[src/rtl/core/rmhm_pkg.sv]
`timescale 1ns / 1ps

package rmhm_pkg;

  typedef enum logic [1:0] {
    REQ_CLEAR = 2'd0,
    REQ_LOAD  = 2'd1,
    REQ_MARK  = 2'd2,
    REQ_QUERY = 2'd3
  } req_t;

  localparam logic [1:0] OUT_MATCHED  = 2'd0;
  localparam logic [1:0] OUT_NO_CAND  = 2'd1;
  localparam logic [1:0] OUT_REJECTED = 2'd2;
  localparam logic [1:0] OUT_EMPTY    = 2'd3;

  localparam logic CFG_RATIO  = 1'b0;
  localparam logic CFG_RADIUS = 1'b1;

  localparam logic [7:0]  RATIO_RESET  = 8'd179;
  localparam logic [31:0] RADIUS_RESET = 32'd640000;

  // controller -> datapath
  typedef struct packed {
    logic take;      // input transaction accepted this cycle
    logic scan_rd;   // read table entry at the scan address
    logic load_out;  // capture the query result into the output register
  } cmd_t;

  // datapath -> controller
  typedef struct packed {
    logic count_zero;
    logic scan_last;
    logic pipe_busy;
  } sts_t;

endpackage

[src/rtl/core/rmhm_ctrl.sv]
`timescale 1ns / 1ps

module rmhm_ctrl (
  input  logic              clk,
  input  logic              rst_n,
  input  logic              in_valid,
  input  logic [1:0]        in_req_type,
  output logic              in_ready,
  input  logic              out_ready,
  output logic              out_valid,
  input  rmhm_pkg::sts_t    sts,
  output rmhm_pkg::cmd_t    cmd
);

  typedef enum logic [1:0] {
    ST_IDLE,
    ST_SCAN,
    ST_DRAIN,
    ST_FINISH
  } state_t;

  state_t state_r, state_nxt;
  logic   out_valid_r, out_valid_nxt;
  logic   out_free;

  assign in_ready  = (state_r == ST_IDLE);
  assign out_valid = out_valid_r;
  assign out_free  = !out_valid_r || out_ready;

  always_comb begin
    state_nxt     = state_r;
    cmd.take      = 1'b0;
    cmd.scan_rd   = 1'b0;
    cmd.load_out  = 1'b0;
    out_valid_nxt = out_valid_r && !out_ready;
    case (state_r)
      ST_IDLE: begin
        if (in_valid) begin
          cmd.take = 1'b1;
          if (in_req_type == rmhm_pkg::REQ_QUERY) begin
            state_nxt = sts.count_zero ? ST_FINISH : ST_SCAN;
          end
        end
      end
      ST_SCAN: begin
        cmd.scan_rd = 1'b1;
        if (sts.scan_last) begin
          state_nxt = ST_DRAIN;
        end
      end
      ST_DRAIN: begin
        if (!sts.pipe_busy) begin
          state_nxt = ST_FINISH;
        end
      end
      ST_FINISH: begin
        if (out_free) begin
          cmd.load_out  = 1'b1;
          out_valid_nxt = 1'b1;
          state_nxt     = ST_IDLE;
        end
      end
      default: begin
        state_nxt = ST_IDLE;
      end
    endcase
  end

  always_ff @(posedge clk) begin
    if (!rst_n) begin
      state_r     <= ST_IDLE;
      out_valid_r <= 1'b0;
    end else begin
      state_r     <= state_nxt;
      out_valid_r <= out_valid_nxt;
    end
  end

endmodule

[config.mk]
export PLATFORM = sky130hd
export DESIGN_NAME = rmhm_ctrl
export DESIGN_NICKNAME = d
export VERILOG_FILES = /design/src/rtl/core/rmhm_pkg.sv /design/src/rtl/core/rmhm_ctrl.sv
export SDC_FILE = /design/constraint.sdc
export NUM_CORES = 1
export LEC_CHECK = 0
export BUFFER_PORTS_ARGS = -buffer_cell sky130_fd_sc_hd__buf_4
export CAP_MARGIN = 0
export CELL_PAD_IN_SITES_DETAIL_PLACEMENT = 0
export CELL_PAD_IN_SITES_GLOBAL_PLACEMENT = 1
export CORE_AREA = 2 2 39 41
export CTS_CLUSTER_DIAMETER = 200
export DETAILED_ROUTE_END_ITERATION = 10
export DIE_AREA = 0 0 41 43
export PLACE_DENSITY_LB_ADDON = 0.1
export SLEW_MARGIN = 20
export SYNTH_ARGS = -nofsm -noshare
export SYNTH_HDL_FRONTEND = slang
export SYNTH_SLANG_ARGS = --single-unit
[constraint.sdc]
create_clock -name clk -period 1.2 [get_ports clk]
set_input_delay 0.36 -clock clk [delete_from_list [all_inputs] [get_ports clk]]
set_output_delay 0.36 -clock clk [all_outputs]
set_load 0.02 [all_outputs]
# Yosys cells after proc, flatten, opt, wreduce, memory -nomap -nowiden
# Cells that the tools add are included.
[classes]
add_sub_neg = 0
multipliers = 0
div_mod_pow = 0
order_cmp = 0
eq_ne = 9
shift = 0
mux = 14
n_bitwise = 0
reduce_logical = 6
[ops]
columns = ["operator", "count"]
rows = [
  ["2-to-1 mux 2 bit", 6],
  ["!= test 2 bit, second input constant", 4],
  ["case mux 2 bit (4 select lines)", 1],
  ["2-to-1 mux 1 bit", 7],
  ["== test 2 bit, second input constant", 3],
  ["AND reduction 5 bit", 1],
  ["== test 2 x 1 -> 1 bit, second input constant", 1],
  ["zero test 1 bit", 2],
  ["zero test 2 bit", 1],
  ["!= test 2 x 1 -> 1 bit, second input constant", 1],
  ["logical AND 1 bit", 1],
  ["logical OR 1 bit", 1],
]
[word_totals]
reg_bits = 3
latchBits = 0
mem_bits_rw = 0
rom_bits = 0
input_bits = 9
out_inout_bits = 5
elab_cells = 31
n_memories = 0

# Logic depth before layout (Yosys ltp)
# Gate-level depths: netlist of run 1.
[logic_depth]
ltp_word = 4
depth_mapped = 5

# Least setup slack after synthesis of run 1
# OpenSTA, ideal clock, no wires.
[synth_path]
path_kind = "flip-flop to flip-flop"
start = "register state_r[1]"
end = "register state_r[1]"
setup_time_ns = 0.072
arrival_time_ns = 1.348
required_ns = 1.128
path_slack_ns = -0.219
stages_incl_launch_ff = 6
n_path_buf = 0
synth_period_minus_slack_ns = 1.419
path_cell_list = "dfxtp_1 > inv_1 > ha_1 > nor2b_1 > a2111oi_4 > mux2i_1"
[synth_via]
elab_chain_len = 3
elab_cells_between_ends = 11
[synth_rtl]
columns = ["item", "line", "text"]
rows = [
  ["start: declaration", "rmhm_ctrl.sv:22", "state_t state_r, state_nxt;"],
  ["start signal: assignment", "rmhm_ctrl.sv:74", "state_r <= state_nxt;"],
  ["== test 2 bit, or another cell as far along", "rmhm_ctrl.sv:36", "case (state_r)"],
  ["!= test 2 bit (no source line) or != test 2 x 1 -> 1 bit (tied branches)", "n/a", ""],
  ["AND reduction 5 bit (no source line)", "n/a", ""],
]
# Parallel ways exist; a longest one is shown, timed or not.
# A chain may end at the register's enable or synchronous reset.

==> results of run 1 <==
==> per-stage QoR <==
| step | setup TNS, ns | power [mW] |
|---|---|---|
| global route | -1.31 | 1.26 |
| detailed placement | -0.617 | 0.744 |
| floorplan | -0.319 | 0.583 |
| finish | -1.09 | 1.18 |
| global placement | -0.575 | 0.740 |
| CTS | -1.18 | 1.19 |
==> flip-flops by register name, indices dropped and copies added (netlist names) <==
name,cells
state_r,2
out_valid,1
==> what timing repair did <==
action / in CTS / in global routing
hold buffers: 0 / 0
pin swaps: 4 / 2
setup endpoints to repair: 6 / 6
resized for setup: 16 / 1
buffers inserted: 3 / 1
==> final timing paths <==
| check | startpoint | to |
|---|---|---|
| hold / removal | rst_n | out_valid |
| setup reg to reg | state_r[1] | state_r[1] |
| hold reg to reg | state_r[1] | state_r[1] |
| setup / recovery | state_r[1] | cmd[0] |
==> power groups by stage <==
stage	logic, mW	clock network, mW	registers [mW]
floorplan	0.404	0	0.178
global placement	0.558	0	0.182
detailed placement	0.560	0	0.184
CTS	0.797	0.183	0.211
global route	0.847	0.193	0.222
finish	0.786	0.175	0.216
==> Yosys cell counts <==
library cell / instances
sky130_fd_sc_hd__a2111oi_4: 1
sky130_fd_sc_hd__and2_2: 1
sky130_fd_sc_hd__and2_4: 1
sky130_fd_sc_hd__and3b_1: 1
sky130_fd_sc_hd__dfxtp_1: 3
sky130_fd_sc_hd__ha_1: 4
sky130_fd_sc_hd__inv_1: 2
sky130_fd_sc_hd__mux2_1: 1
sky130_fd_sc_hd__mux2i_1: 1
sky130_fd_sc_hd__nand2_1: 2
sky130_fd_sc_hd__nand3_2: 1
sky130_fd_sc_hd__nor2b_1: 3
sky130_fd_sc_hd__o21a_1: 2
sky130_fd_sc_hd__o41a_1: 1
==> metal layers <==
layer	GRT usage [%]	up-vias
met5	0	-
met2	12.5	9
li1	-	130
met3	1.57	0
met4	6.00	0
met1	9.24	111
==> area by class of cell <==
type                       instances  area (um^2)
fill                             151          855
clock buffer                       4         26.3
sequential                         3         67.6
tap                               16         20.0
timing repair buffer              19          169
inverter                           2         12.5
multi-input combinational         19          234
==> worst max-delay path, cell delays in order (launching register included) <==
cell,delay [ns]
sky130_fd_sc_hd__dfxtp_4,0.36
sky130_fd_sc_hd__ha_4,0.16
sky130_fd_sc_hd__buf_6,0.11
sky130_fd_sc_hd__nor2b_4,0.11
sky130_fd_sc_hd__buf_6,0.13
==> kinds of logic after synthesis <==
kind of cell    share of synthesized area [%]
simple gates                             24.1
fa+ha+maj                                19.7
mux                                      8.37
buf+inv                                  2.96
compound gates                           21.2
flops                                    23.6
==> key figures, run 1 <==
Outcome
  • Outcome: finished with violations
  • Failing checks: negative setup slack

Timing
  • Clock Skews: 0.00496 ns
  • Hold violation count in the final report: 0
  • Period Utilization, post-route: 122%
  • FMAX: 686 MHz
  • Clock period minus final worst setup slack: 1.46 ns
  • Fin. max-slew vios: 0
  • WHS: 0.369 ns
  • Worst slew margin: between 80% and 90%
  • RSZ-0062 raised after global routing: true
  • Worst Max-Slew Pin Slew: 0.299 ns
  • Setup Viol. Count Final: 6
  • Setup slack of the critical path after layout: -0.259 ns

Global route
  • Antenna violations before repair: 0
  • Vias in the first global route: 262
  • First-pass GRT wire length: 959 um
  • All-Layer GR Usage: under 10%
  • Global route overflow: 0
  • Pin count of the biggest net entering global routing: 5

Clock network
  • Clock network latency to the later pin of the worst-skew pair: 0.23 ns
  • Reg clk slew, reported paths: 0.04 ns
  • H-tree levels: 1
  • Buffer cell driving the clock tree root: sky130_fd_sc_hd__clkbuf_4
  • Clock tree from TritonCTS: built
  • Number of buffers created by CTS: 3
  • Maximum root-to-sink buffer count: 2
  • Sink count of the clock tree: 3

Synthesis
  • Syn. warnings: 0
  • Per-instance average area after synthesis: 10.6 um^2
  • Flop and latch count out of synthesis: 3
  • Number of nets in the synthesized netlist: 37
  • Library cell with the largest summed area after synthesis: sky130_fd_sc_hd__dfxtp_1
  • Synthesized instance count: 24
  • Combined area of all synthesized cells: 254 um^2
  • Sequential-to-total area share from yosys stat: 23.6%
  • Leading post-synthesis cells by cell area: sky130_fd_sc_hd__dfxtp_1, sky130_fd_sc_hd__ha_1, sky130_fd_sc_hd__a2111oi_4, sky130_fd_sc_hd__nor2b_1, sky130_fd_sc_hd__o21a_1
  • Fraction of post-synthesis cell area in the top cell type by area: about a quarter
  • Count of distinct cell types in the synthesized netlist: 14

Critical path
  • Required time of the critical path: around 0.84 ns
  • Classification of the worst setup path: flop to primary output
  • Largest driver fanout on the critical path: 4
  • Sort of element at the start of the critical path: flop
  • Endpoint kind of the worst setup timing path: primary output
  • Reg2reg path depth: 4
  • Worst Path Arrival: 1.10 ns
  • Setup slack on the worst flop-to-flop path: -0.19 ns

Placed design
  • Routability-driven placement congestion ratio: 0.724
  • Post-Place Cell Area: around 400 um^2
  • Total of buffers placed on input and output ports: 13
  • Placed wire-length estimate after detailed placement: 504 um
  • Dpl ws: -0.203 ns
  • Post-placement cell count: 55

Detailed routing
  • Number of DRC markers after the initial detailed-route iteration: 0
  • Met3 WL post-DR: roughly 51 um
  • Final antenna-violating net count: 0
  • Average routed wire per standard cell: 9.90 um
  • Top routing layer in use: met3
  • Final wirelength: 624 um
  • First-pass iteration count of the detailed router: 1
  • Total met2 wirelength after detailed routing: 325 um
  • Via count: 250
  • Number of design rule violations left after detail routing: 0
  • Wire length the detailed router placed on met1: 247 um
  • Average vias per placed instance: 3.97

Power and ir drop
  • Switching power as a share of total power: a little over a third
  • Power per cell area: 2220 nW/um^2
  • Switching power of the nets: 426 uW
  • Max IR drop VDD: approximately 960 uV
  • Internal: 751 uW
  • Clk network pwr share: 14.9%
  • Leakage dissipation: about 0.23 nW
  • Share of total power in sequential cells: a little under a fifth
  • Proportion of power drawn by combinational gates: roughly two thirds

Run
  • Reported max-cap violation count: 0

Final layout
  • Commonest cells after routing, fill and taps aside: sky130_fd_sc_hd__buf_4, sky130_fd_sc_hd__buf_6, sky130_fd_sc_hd__ha_4, sky130_fd_sc_hd__clkbuf_4
  • Fin util: between 30% and 40%
  • Layout overhead on the synthesized area: 108%
  • Antenna Cells: 0
  • Post-route insts no fill: 63
  • Most common library cell in the layout ignoring fill and taps: sky130_fd_sc_hd__buf_4
  • Fin nets: 61
  • Fraction of layout instances using a drive strength above 1: 74.5%
  • Design Area, Final: roughly 530 um^2

Hold path
  • Hold depth: 2
  • Type of the most critical hold path: primary input to flop

Floorplan
  • Overall die area: around 1800 um^2
  • Overall die height: 43 um
  • Die W: 41 um
  • Floorplan core area: 1380 um^2
  • Total number of placement rows: 14
  • Ports: 14
  • Starting utilization of the core area: 18.4%
Power figures use the tool's default switching activity.
==> run 2, diff against run 1 <==
--- a/config.mk
+++ b/config.mk
@@ -10,10 +10,11 @@
 export CELL_PAD_IN_SITES_DETAIL_PLACEMENT = 0
 export CELL_PAD_IN_SITES_GLOBAL_PLACEMENT = 1
 export CORE_AREA = 2 2 39 41
-export CTS_CLUSTER_DIAMETER = 200
+export CTS_CLUSTER_DIAMETER = 80
 export DETAILED_ROUTE_END_ITERATION = 10
 export DIE_AREA = 0 0 41 43
 export PLACE_DENSITY_LB_ADDON = 0.1
+export SKIP_LAST_GASP = 1
 export SLEW_MARGIN = 20
 export SYNTH_ARGS = -nofsm -noshare
 export SYNTH_HDL_FRONTEND = slang
==> key figures, run 2 (same netlist as run 1, synthesis figures left out) <==
Placed design
  • Total of buffers placed on input and output ports: 13 (unchanged)
  • Placed wire-length estimate after detailed placement: 504 um (unchanged)
  • Post-Place Cell Area: 409 um^2 (unchanged)
  • Routability-driven placement congestion ratio: 0.724 (unchanged)

Floorplan
  • Starting utilization of the core area: 18.4% (unchanged)
  • Total number of placement rows: 14 (unchanged)
  • Overall die area: 1760 um^2 (unchanged)
  • Ports: 14 (unchanged)
  • Floorplan core area: 1380 um^2 (unchanged)
  • Overall die height: 43 um (unchanged)
  • Die W: 41 um (unchanged)

Critical path
  • Required time of the critical path: 0.84 ns (about the same)
  • Cells along the critical path: ha_4, buf_6, nor2b_4, buf_6
  • Delay of the slowest critical-path stage: 0.36 ns (about the same)
  • Critical-path top delay cell: sky130_fd_sc_hd__dfxtp_4
  • Worst Path Arrival: 1.10 ns (about the same)
  • Sort of element at the start of the critical path: flop
  • Largest driver fanout on the critical path: 4 (unchanged)
  • Endpoint kind of the worst setup timing path: primary output
  • CP most frequent cell: sky130_fd_sc_hd__buf_6
  • Classification of the worst setup path: flop to primary output

Outcome
  • Failing checks: negative setup slack
  • Outcome: finished with violations

Clock network
  • Reg clk slew, reported paths: 0.04 ns (about the same)
  • Buffer cell driving the clock tree root: sky130_fd_sc_hd__clkbuf_4
  • Maximum root-to-sink buffer count: 2 (unchanged)
  • Clock tree from TritonCTS: built
  • Hold_buf cts: 0 (unchanged)
  • H-tree levels: 1 (unchanged)
  • Number of buffers created by CTS: 3 (unchanged)
  • Clock network latency to the later pin of the worst-skew pair: 0.23 ns (about the same)
  • Sink count of the clock tree: 3 (unchanged)

Timing
  • Clock period minus final worst setup slack: 1.46 ns (unchanged)
  • Worst slew margin: 80.0% (unchanged)
  • FMAX: 686 MHz (unchanged)
  • Fin. max-slew vios: 0 (unchanged)
  • Period Utilization, post-route: 122% (unchanged)
  • Final sum of negative setup slack: -1.10 ns (-0.0129 ns)
  • WHS: 0.369 ns (unchanged)
  • Hold violation count in the final report: 0 (unchanged)
  • Clock Skews: 0.00496 ns (unchanged)
  • Worst Max-Slew Pin Slew: 0.299 ns (unchanged)
  • Setup slack of the critical path after layout: -0.259 ns (unchanged)
  • RSZ-0062 raised after global routing: true
  • Setup Viol. Count Final: 6 (unchanged)

Power and ir drop
  • Internal: 734 uW (-2.2%)
  • Clk network pwr share: 15.2% (+0.3 points)
  • Max IR drop VDD: 949 uV (-0.75%)
  • Final total power: 1.16 mW (-1.8%)
  • Proportion of power drawn by combinational gates: 66.2% (-0.6 points)
  • Power per cell area: 2200 nW/um^2 (-1.1%)
  • Share of total power in sequential cells: 18.7% (+0.4 points)
  • Switching power as a share of total power: 36.5% (+0.27 points)
  • Leakage dissipation: 0.226 nW (-0.67%)
  • Switching power of the nets: 421 uW (-1.1%)

Final layout
  • Largest register FFs: 2 (unchanged)
  • Fraction of layout instances using a drive strength above 1: 74.5% (unchanged)
  • Most common library cell in the layout ignoring fill and taps: sky130_fd_sc_hd__buf_4
  • Commonest cells after routing, fill and taps aside: sky130_fd_sc_hd__buf_4, sky130_fd_sc_hd__buf_6, sky130_fd_sc_hd__ha_4, sky130_fd_sc_hd__clkbuf_4
  • Fin nets: 61 (unchanged)
  • Reg with most FFs: state_r
  • Fin util: 38.0% (-0.27 points)
  • Antenna Cells: 0 (unchanged)
  • Layout overhead on the synthesized area: 107%
  • Design Area, Final: 526 um^2 (-0.71%)

Global route
  • Antenna violations before repair: 0 (unchanged)
  • Vias in the first global route: 262 (unchanged)
  • All-Layer GR Usage: 8.11% (unchanged)
  • Pin count of the biggest net entering global routing: 5 (unchanged)
  • Global route overflow: 0 (unchanged)
  • First-pass GRT wire length: 959 um (unchanged)

Detailed routing
  • Number of DRC markers after the initial detailed-route iteration: 0 (unchanged)
  • Average vias per placed instance: 3.97 (unchanged)
  • Average routed wire per standard cell: 9.89 um (-0.16%)
  • Final antenna-violating net count: 0 (unchanged)
  • Via count: 250 (unchanged)
  • Number of design rule violations left after detail routing: 0 (unchanged)
  • First-pass iteration count of the detailed router: 1 (unchanged)
  • Final wirelength: 623 um (-0.16%)

Hold path
  • Type of the most critical hold path: primary input to flop

Run
  • Reported max-cap violation count: 0 (unchanged)
==> run 2: path summary, 6_finish.rpt <==
path / startpoint / end / slack [ns] / depth (start not counted)
worst max-delay path: state_r[1] / cmd[0] / -0.26 / 4
worst min-delay path: rst_n / out_valid / 0.37 / 2
worst max register to register: state_r[1] / state_r[1] / -0.19 / 4
worst min register to register: state_r[1] / state_r[1] / 0.52 / 2
==> run 2: critical path, delay by kind of cell (launching register included) <==
family	cells	cell delay, ns
adders and majority gates	1	0.16
buffers and inverters	2	0.24
DFF	1	0.36
and+or+nand+nor	1	0.11
==> run 2: routing by layer <==
metal	GRT usage [%]	wire [um]	vias to the layer above
met2	12.5	325	9
met1	9.24	246	111
met4	6.00	0	0
li1	-	-	130
met3	1.57	51	0
met5	0	0	-
==> run 2: final cells by class <==
cell class,instances,area (um^2)
inverter,2,12.5
sequential,3,67.6
multi-input combinational,19,234
clock buffer,4,26.3
fill,152,858
timing repair buffer,19,165
tap,16,20.0
==> run 2: through the flow <==
step,cells,setup slack [ns]
floorplan,24,-0.131
global placement,55,-0.181
detailed placement,55,-0.203
CTS,62,-0.274
global route,63,-0.289
finish,63,-0.259
==> run 2: power by group through the flow <==
stage | sequential (mW) | clock, mW | combinational [mW]
2_1_floorplan | 0.178 | 0 | 0.404
3_3_place_gp | 0.182 | 0 | 0.558
3_5_place_dp | 0.184 | 0 | 0.560
4_1_cts | 0.211 | 0.183 | 0.776
5_1_grt | 0.222 | 0.193 | 0.825
6_report | 0.216 | 0.175 | 0.764
==> run 2: what timing repair did <==
item	CTS	global route
resized for setup	15	1
endpoints found under the setup margin	6	6
buffers inserted	3	1
pin swaps	4	2
